<file path="src/sv/assert_macros.svh">
// Assertion helpers used by the allocator RTL.
// They are compiled away when SYNTHESIS is defined.
`ifndef ASSERT_MACROS_SVH
`define ASSERT_MACROS_SVH

`ifndef SYNTHESIS

// A property checked on every rising clock edge outside of reset.
`define ASSERT_PROP(label, clk, rst_n, prop, msg) \
	label: assert property (@(posedge clk) disable iff (!rst_n) prop) else $error(msg);

// A condition that must never be true outside of reset.
`define ASSERT_NEVER(label, clk, rst_n, cond, msg) \
	`ASSERT_PROP(label, clk, rst_n, !(cond), msg)

`else

`define ASSERT_PROP(label, clk, rst_n, prop, msg)
`define ASSERT_NEVER(label, clk, rst_n, cond, msg)

`endif

`endif

</file>
<file path="src/sv/sfid_pkg.sv">
package sfid_pkg;

	// Field widths of the stream payloads.
	localparam int VALUE_W = 11;
	localparam int TDATA_W = 16;

	// The bitmap is stored as words of this many bits.
	localparam int WORD_W   = 64;
	localparam int BIT_W    = 6;

	// Operation codes carried in tuser of the input stream.
	localparam logic OP_TAKE = 1'b0;
	localparam logic OP_GIVE = 1'b1;

	typedef logic [WORD_W-1:0] word_t;
	typedef logic [BIT_W-1:0]  bit_idx_t;

	typedef enum logic {
		ST_IDLE,
		ST_MODIFY
	} state_t;

	// Index of the lowest set bit of a bitmap word; zero for an empty word.
	function automatic bit_idx_t lowest_bit(input word_t w);
		bit_idx_t idx;
		idx = '0;
		for (int i = WORD_W - 1; i >= 0; i--) begin
			if (w[i]) begin
				idx = BIT_W'(i);
			end
		end
		return idx;
	endfunction

endpackage

</file>
<file path="src/sv/smallest_free_id_allocator.sv">
// Lowest free id allocator.
// Input stream (s_*): s_tuser is the operation (0 = take, 1 = give back),
// s_tdata carries the number given back, which a take ignores.
// Output stream (m_*): one transaction per take, none per give-back.
// m_tdata carries the number handed out, m_tuser flags exhaustion (data 0).
// Numbers run from 1 to VALUE_MAX. Give-backs of 0, of numbers at or above
// the frontier and of numbers already returned are dropped.
// Every transaction is accepted in the idle state, where its bitmap word is
// read from the RAM, and then passes through the modify state, which writes
// the word back. The block takes no new transaction until the last one has
// left the modify state; this is set by the single RAM read-modify-write.
// A take result reaches m_* through the modify state and the output register.
// A result waiting on m_* does not block the input: a new transaction is
// still accepted, and only a take that finds the output register full
// waits in its modify cycle until the receiver takes the pending result.
// Reset sets the frontier to 1 and clears the per-word occupancy flags in
// one step; the RAM needs no clearing pass, a word whose flag is clear
// reads as empty.
`include "assert_macros.svh"

module smallest_free_id_allocator import sfid_pkg::*; #(
	parameter int VALUE_MAX = 1024
) (
	input  logic               clk,
	input  logic               arst_n,
	input  logic               s_tvalid,
	output logic               s_tready,
	input  logic [TDATA_W-1:0] s_tdata,   // [10:0] value, [15:11] zero
	input  logic               s_tuser,   // [0] operation
	output logic               m_tvalid,
	input  logic               m_tready,
	output logic [TDATA_W-1:0] m_tdata,   // [10:0] taken_value, [15:11] zero
	output logic               m_tuser    // [0] exhausted
);

	localparam int NWORDS  = (VALUE_MAX + WORD_W) / WORD_W;
	localparam int WIDX_W  = (NWORDS > 1) ? $clog2(NWORDS) : 1;
	localparam int FRESH_W = $clog2(VALUE_MAX + 2);

	// Control state.
	state_t             state_q, state_d;
	logic [FRESH_W-1:0] fresh_q;
	logic [NWORDS-1:0]  summary_q;

	// Item held through the modify cycle.
	logic               op_s1;
	logic               hit_s1;
	logic               give_ok_s1;
	logic [WIDX_W-1:0]  widx_s1;
	bit_idx_t           bit_s1;

	// Output register.
	logic               m_tvalid_q;
	logic [VALUE_W-1:0] m_value_q;
	logic               m_exh_q;

	logic               accept;
	logic               sum_any;
	logic [WIDX_W-1:0]  sum_idx;
	logic [31:0]        value_ext;
	logic [WIDX_W-1:0]  give_widx;
	logic               give_ok;
	logic               rd_en;
	logic [WIDX_W-1:0]  rd_addr;
	word_t              rd_data;
	word_t              base_word;
	bit_idx_t           take_bit;
	word_t              new_word;
	logic               wr_en;
	logic               out_free;
	logic               load_out;
	logic [VALUE_W-1:0] out_value;
	logic               out_exh;
	logic               fresh_inc;
	logic               sum_wr;

	assign s_tready = (state_q == ST_IDLE);
	assign accept   = s_tvalid && s_tready;

	// Lowest word of the bitmap that holds a returned number.
	always_comb begin
		sum_idx = '0;
		for (int i = NWORDS - 1; i >= 0; i--) begin
			if (summary_q[i]) begin
				sum_idx = WIDX_W'(i);
			end
		end
	end
	assign sum_any = |summary_q;

	// Give-back address and range check against the frontier.
	assign value_ext = 32'(s_tdata[VALUE_W-1:0]);
	assign give_widx = WIDX_W'(value_ext >> BIT_W);
	assign give_ok   = (value_ext != 32'd0) && (value_ext < 32'(fresh_q));

	// The word is read in the accept cycle.
	always_comb begin
		rd_en   = 1'b0;
		rd_addr = sum_idx;
		if (accept) begin
			if (s_tuser == OP_GIVE) begin
				rd_en   = give_ok;
				rd_addr = give_widx;
			end else begin
				rd_en   = sum_any;
				rd_addr = sum_idx;
			end
		end
	end

	sfid_ram #(
		.WIDTH (WORD_W),
		.DEPTH (NWORDS)
	) u_map_ram (
		.clk     (clk),
		.wr_en   (wr_en),
		.wr_addr (widx_s1),
		.wr_data (new_word),
		.rd_en   (rd_en),
		.rd_addr (rd_addr),
		.rd_data (rd_data)
	);

	// A word whose occupancy flag is clear counts as empty.
	assign base_word = summary_q[widx_s1] ? rd_data : '0;
	assign take_bit  = lowest_bit(base_word);
	assign out_free  = !m_tvalid_q || m_tready;

	// Modify cycle: update the word, the frontier and the result.
	always_comb begin
		state_d   = state_q;
		wr_en     = 1'b0;
		new_word  = base_word;
		load_out  = 1'b0;
		out_value = '0;
		out_exh   = 1'b0;
		fresh_inc = 1'b0;
		sum_wr    = 1'b0;
		case (state_q)
			ST_IDLE: begin
				if (accept) begin
					state_d = ST_MODIFY;
				end
			end
			ST_MODIFY: begin
				if (op_s1 == OP_GIVE) begin
					state_d  = ST_IDLE;
					new_word = base_word | (word_t'(1) << bit_s1);
					wr_en    = give_ok_s1;
					sum_wr   = give_ok_s1;
				end else if (out_free) begin
					state_d  = ST_IDLE;
					load_out = 1'b1;
					if (hit_s1) begin
						new_word  = base_word & ~(word_t'(1) << take_bit);
						wr_en     = 1'b1;
						sum_wr    = 1'b1;
						out_value = VALUE_W'((32'(widx_s1) << BIT_W) | 32'(take_bit));
					end else if (fresh_q <= FRESH_W'(VALUE_MAX)) begin
						fresh_inc = 1'b1;
						out_value = VALUE_W'(32'(fresh_q));
					end else begin
						out_exh = 1'b1;
					end
				end
			end
			default: begin
				state_d = ST_IDLE;
			end
		endcase
	end

	// State register.
	always_ff @(posedge clk or negedge arst_n) begin
		if (!arst_n) begin
			state_q <= ST_IDLE;
		end else begin
			state_q <= state_d;
		end
	end

	// Frontier counter and per-word occupancy flags.
	always_ff @(posedge clk or negedge arst_n) begin
		if (!arst_n) begin
			fresh_q   <= FRESH_W'(1);
			summary_q <= '0;
		end else begin
			if (fresh_inc) begin
				fresh_q <= fresh_q + FRESH_W'(1);
			end
			if (sum_wr) begin
				summary_q[widx_s1] <= |new_word;
			end
		end
	end

	// Item details kept for the modify cycle.
	always_ff @(posedge clk) begin
		if (accept) begin
			op_s1      <= s_tuser;
			hit_s1     <= sum_any;
			give_ok_s1 <= give_ok;
			widx_s1    <= (s_tuser == OP_GIVE) ? give_widx : sum_idx;
			bit_s1     <= s_tdata[BIT_W-1:0];
		end
	end

	// Output register.
	always_ff @(posedge clk or negedge arst_n) begin
		if (!arst_n) begin
			m_tvalid_q <= 1'b0;
		end else if (load_out) begin
			m_tvalid_q <= 1'b1;
		end else if (m_tready) begin
			m_tvalid_q <= 1'b0;
		end
	end

	always_ff @(posedge clk) begin
		if (load_out) begin
			m_value_q <= out_value;
			m_exh_q   <= out_exh;
		end
	end

	assign m_tvalid = m_tvalid_q;
	assign m_tdata  = TDATA_W'(m_value_q);
	assign m_tuser  = m_exh_q;

	// The frontier never runs past one beyond the top number.
	`ASSERT_NEVER(a_fresh_range, clk, arst_n, 32'(fresh_q) > 32'(VALUE_MAX + 1),
		"frontier beyond range")
	// A word flagged as occupied really holds a returned number.
	`ASSERT_PROP(a_hit_nonempty, clk, arst_n,
		(state_q == ST_MODIFY && op_s1 == OP_TAKE && hit_s1) |-> (rd_data != '0),
		"occupied word read back empty")
	// A result is loaded only into a free output register.
	`ASSERT_PROP(a_no_overwrite, clk, arst_n, load_out |-> (!m_tvalid_q || m_tready),
		"result overwrote a pending transaction")
	// Exhaustion is reported only with no returned number and a spent frontier.
	`ASSERT_PROP(a_exh_cause, clk, arst_n,
		(load_out && out_exh) |-> (!hit_s1 && 32'(fresh_q) == 32'(VALUE_MAX + 1)),
		"exhaustion reported while numbers remain")

endmodule

</file>
<file path="src/sv/sfid_ram.sv">
// Simple dual-port RAM: one write port, one read port with registered data.
module sfid_ram #(
	parameter int WIDTH = 64,
	parameter int DEPTH = 17,
	localparam int ADDR_W = (DEPTH > 1) ? $clog2(DEPTH) : 1
) (
	input  logic              clk,
	input  logic              wr_en,
	input  logic [ADDR_W-1:0] wr_addr,
	input  logic [WIDTH-1:0]  wr_data,
	input  logic              rd_en,
	input  logic [ADDR_W-1:0] rd_addr,
	output logic [WIDTH-1:0]  rd_data
);

	logic [WIDTH-1:0] mem [DEPTH];

	// Write port.
	always_ff @(posedge clk) begin
		if (wr_en) begin
			mem[wr_addr] <= wr_data;
		end
	end

	// Read port; the data holds until the next read.
	always_ff @(posedge clk) begin
		if (rd_en) begin
			rd_data <= mem[rd_addr];
		end
	end

endmodule

</file>
<file path="config.mk">
export PLATFORM = sky130hd
export DESIGN_NAME = smallest_free_id_allocator
export DESIGN_NICKNAME = d
export VERILOG_FILES = /design/src/sv/sfid_pkg.sv /design/src/sv/smallest_free_id_allocator.sv /design/src/sv/sfid_ram.sv
export VERILOG_INCLUDE_DIRS = /design/src /design/src/sv
export SDC_FILE = /design/constraint.sdc
export NUM_CORES = 2
export LEC_CHECK = 0
export BUFFER_PORTS_ARGS = -buffer_cell sky130_fd_sc_hd__buf_2
export CAP_MARGIN = 20
export CORE_MARGIN = 3
export CORE_UTILIZATION = 45
export DETAILED_ROUTE_END_ITERATION = 10
export PLACE_DENSITY = 0.72
export SYNTH_ARGS = -nofsm -noshare
export SYNTH_HDL_FRONTEND = slang
export SYNTH_SLANG_ARGS = --single-unit
</file>
<file path="constraint.sdc">
create_clock -name clk -period 13.2 [get_ports clk]
set_input_delay 1.32 -clock clk [delete_from_list [all_inputs] [get_ports clk]]
set_output_delay 1.32 -clock clk [all_outputs]
set_load 0.1 [all_outputs]
</file>
==> results.tsv <==
stage	metric	value	unit
detailed_routing	DRC	0	
clocking	clk sinks	1208	
yosys	syn avg cell area	18.5	um2
worst_setup_path	Worst Path Required	13.69	ns
yosys	yosys warns	0	
pwr	pwr/cell area	196	nW/um2
detailed_routing	DR vias/cell	6.41	
grt	GR peak layer	met2	
placed_design	post-DP HPWL	71800	um
cells_and_area	Diodes inserted	0	
yosys	Async SR Flop Fraction	0.0248	
cells_and_area	# fillers	8126	
grt	initial antenna violation count	1	
grt	first-pass GRT wire length	187000	um
worst_setup_path	Worst EP arrival	6.68	ns
placed_design	pre-CTS setup slack	6.78	ns
yosys	Seq/Total Area, Yosys	0.748	
clocking	CTS tree	built	
clocking	Root Driver	clkbuf_16	
sta	final setup vio count	0	
floorplan	Die W	334	um
cells_and_area	share of cells above drive strength 1	0.224	
pwr	Sw Share	0.292	
grt	GR Overflow Total	0	
detailed_routing	number of routed nets with antenna violations	0	
sta	Layout Skew	0.0292	ns
clocking	clock-pin slew on the worst setup and hold paths	0.06	ns
clocking	worst-skew pair later-pin latency	0.70	ns
pwr	Total Power	0.0107	W
worst_setup_path	CP endpoint kind	flop	
yosys	synthesized cell area	48300	um2
sta	Worst Slack Setup Final	7.02	ns
floorplan	I/O pin cnt	40	
clocking	CTS Buf Count	114	
sta	final worst-path cycle share	0.468	
yosys	EDFF count, synth	1178	
grt	met3 Use GR	0.0317	
status	status	complete, no violations	
min_path	Min-Delay Endpoint	m_tvalid$_DFFE_PN0P_	
sta	Max-slew headroom	0.214	
clocking	Max clock buf depth	3	
sta	Final Max Tran Viols	0	
pwr	Static Leak	17.6	nW
worst_setup_path	reg2reg path depth	15	
job	max_cap viols	0	
sta	fin crit period	6.18	ns
sta	final hold viol count	0	
yosys	Post-Syn Instances	2618	
worst_setup_path	Setup crit start	widx_s1[3]$_DFFE_PP_	
worst_setup_path	r2r endpoint	summary_q[11]$_DFFE_PN0P_	
yosys	synth unique cells	74	
worst_setup_path	reg2reg setup slack	7.02	ns
grt	global routing usage on met1	0.331	
min_path	Hold Crit Class	flop to flop	
grt	number of global-route vias before repair	26909	
worst_setup_path	WS Path Type	flop to flop	
detailed_routing	Routed WL	128000	um
grt	M2 GR Usage	0.370	
clocking	postcts setup bufs	0	
pwr	clock share of power	0.301	
pwr	Int Pwr	0.00756	W
floorplan	starting density of the core	0.456	
cells_and_area	fin nets	2789	
detailed_routing	Wirelength per Cell	30.1	um
detailed_routing	initial DRC count	3839	
sta	Tightest Pin Transition	1.18	ns
sta	RSZ-0062 raised after global routing	false	
worst_setup_path	Worst R2R Start	widx_s1[3]$_DFFE_PP_	
cells_and_area	fin util	0.516	
detailed_routing	TritonRoute pass-1 iters	8	
placed_design	RD Place Congestion	0.941	
floorplan	die area	111000	um2
min_path	worst hold start	m_tvalid$_DFFE_PN0P_	
yosys	top_reg_cell synth	edfxtp_1	
pwr	sequential power share	0.446	
floorplan	CORE AREA	106000	um2
pwr	part of the power in combinational logic	0.253	
clocking	post_cts resized	0	
clocking	number of hold buffers added after CTS	0	
worst_setup_path	startpoint types	flop	
grt	Global Route Usage Sum	0.229	
pwr	Net Switching	0.00312	W
clocking	H-tree depth	3	
floorplan	FP Rows	119	
pwr	Max IR drop VDD	0.000202	V
worst_setup_path	Worst Path Max Fanout	40	
detailed_routing	Via Count	27176	
grt	largest net degree at the start of global routing	147	
sta	setup tns final	0	ns
cells_and_area	Area growth, synth to finish	13.0	%
sta	highest clock rate	0.162	GHz
placed_design	# port buffers	29	
sta	hold_ws	0.561	ns
floorplan	chip height	334	um
yosys	FF+latch count, synth	1208	
min_path	hold depth	2	
[synth_stat cells (4+ instances only)]
| library cell | count | area (um2) |
|---|---|---|
| edfxtp_1 | 1178 | 35400 |
| mux4_2 | 258 | 5810 |
| nor2_1 | 170 | 638 |
| a21oi_1 | 143 | 716 |
| nand2_1 | 123 | 462 |
| clkbuf_1 | 93 | 349 |
| a211oi_1 | 70 | 526 |
| o22ai_1 | 67 | 419 |
| a22oi_1 | 62 | 465 |
| nor3_1 | 45 | 225 |
| inv_1 | 32 | 120 |
| nor4_1 | 32 | 200 |
| buf_1 | 31 | 116 |
| dfrtp_1 | 29 | 726 |
| o21ai_0 | 26 | 130 |
| nand3_1 | 19 | 95.1 |
| nand2b_1 | 15 | 93.8 |
| nand4_1 | 14 | 87.6 |
| a31oi_1 | 13 | 81.3 |
| ha_1 | 12 | 150 |
| or4_1 | 10 | 75.1 |
| a41oi_1 | 9 | 78.8 |
| o211ai_1 | 9 | 67.6 |
| o31ai_1 | 9 | 67.6 |
| xnor2_1 | 9 | 78.8 |
| a21o_1 | 8 | 60.1 |
| nor2b_1 | 8 | 50.1 |
| buf_4 | 7 | 52.6 |
| nand3b_1 | 7 | 52.6 |
| and2_1 | 6 | 37.5 |
| o21a_1 | 6 | 45.0 |
| a21boi_0 | 5 | 37.5 |
| a22o_1 | 5 | 43.8 |
| and3_1 | 5 | 31.3 |
| buf_2 | 5 | 25.0 |
| mux2i_1 | 5 | 50.1 |
| o21bai_1 | 5 | 37.5 |
| or2_2 | 5 | 31.3 |
| or3_1 | 5 | 31.3 |
| a221oi_1 | 4 | 35.0 |
| nor4b_1 | 4 | 35.0 |
[cells by family (layout without fill, tap and decap cells)]
family,Yosys count,in the layout,share of synthesized area
AO/OA/AOI/OAI,464,464,0.0626
XOR/XNOR,9,9,0.00163
adder cells (fa/ha/maj),12,12,0.00311
buffers and inverters,170,396,0.0140
flip-flops,1208,1208,0.748
multiplexers,264,264,0.122
other,1,5,0.0000776
AND/OR/NAND/NOR,490,490,0.0492
[worst max-delay path by stage]
| stage | slack, ns | end | cells after the start |
|---|---|---|---|
| 2_1_floorplan | 6.83 | u_map_ram.rd_data[0]$_DFFE_PP_ | 11 |
| 3_5_place_dp | 6.78 | u_map_ram.rd_data[47]$_DFFE_PP_ | 12 |
| 3_3_place_gp | 6.87 | u_map_ram.rd_data[35]$_DFFE_PP_ | 12 |
| 4_1_cts | 6.90 | summary_q[11]$_DFFE_PN0P_ | 11 |
| 6_report | 7.02 | summary_q[11]$_DFFE_PN0P_ | 15 |
| 5_1_grt | 6.87 | summary_q[2]$_DFFE_PN0P_ | 15 |
[critical path, stage by stage, from the launching register on]
cell and delay [ns]:
edfxtp_1 0.56, or3_1 0.65, nand2b_1 0.25, and3_1 0.21, nand2_2 0.09, buf_4 0.39
buf_4 0.49, a22oi_1 0.25, o31ai_1 0.28, buf_4 0.30, a21oi_1 0.10, buf_4 0.21
or4_1 0.45, or4_4 0.56, nor4b_4 0.92, a41oi_1 0.24
[cells in the final DEF, fill, tap and decap left out, types with 13 or more instances in the layout]
cell and instances:
a31oi_1 13, buf_2 29, nor4_1 32, clkinv_1 25, o22ai_1 67, clkinv_2 20, nor2_1 152, a22oi_1 62
nor2_4 18, clkbuf_16 115, nand3_1 17, buf_4 119, mux4_2 258, a211oi_1 70, a21oi_1 140, dfrtp_1 29
nand2b_1 14, clkbuf_1 15, nor3_1 44, inv_1 32, o21ai_0 25, edfxtp_1 1178, nand4_1 14, nand2_1 122
[metal layers]
layer / part of all wire / wire (um)
met1: 0.40 / 51100
met2: 0.48 / 61300
met3: 0.094 / 12000
met4: 0.026 / 3380
met5: 0 / 0
[through the flow]
stage	std cells	instance area (um2)
floorplan	2622	48300
global placement	3997	50600
detailed placement	4000	50600
CTS	4208	54300
global route	4239	54600
finish	4239	54600
[power groups by stage]
stage | combinational [W] | clock, W | sequential [W]
after global routing | 0.00291 | 0.00342 | 0.00476
after detailed placement | 0.00267 | 0 | 0.00484
after global placement | 0.00260 | 0 | 0.00484
after floorplan | 0.00195 | 0 | 0.00474
after CTS | 0.00268 | 0.00326 | 0.00476
final | 0.00271 | 0.00321 | 0.00476
[registers in the layout, summed over array words and instances, names as in the netlist]
register,cells
give_ok_s1,1
m_tuser,1
u_map_ram.mem,1088
widx_s1,5
bit_s1,6
m_value_q,11
state_q,1
hit_s1,1
m_tvalid,1
summary_q,17
u_map_ram.rd_data,64
op_s1,1
fresh_q,11
[cell type report]
class | instances | area (um2) | area share
well taps | 1391 | 1740 | 0.0319
clock inverters | 78 | 753 | 0.0138
repair buffers | 155 | 1150 | 0.0210
clock buffers | 130 | 2930 | 0.0537
flip-flops and latches | 1208 | 36100 | 0.662
inverters | 33 | 124 | 0.00227
multi-input cells | 1244 | 11800 | 0.216
(Power assumes the default switching activity.)
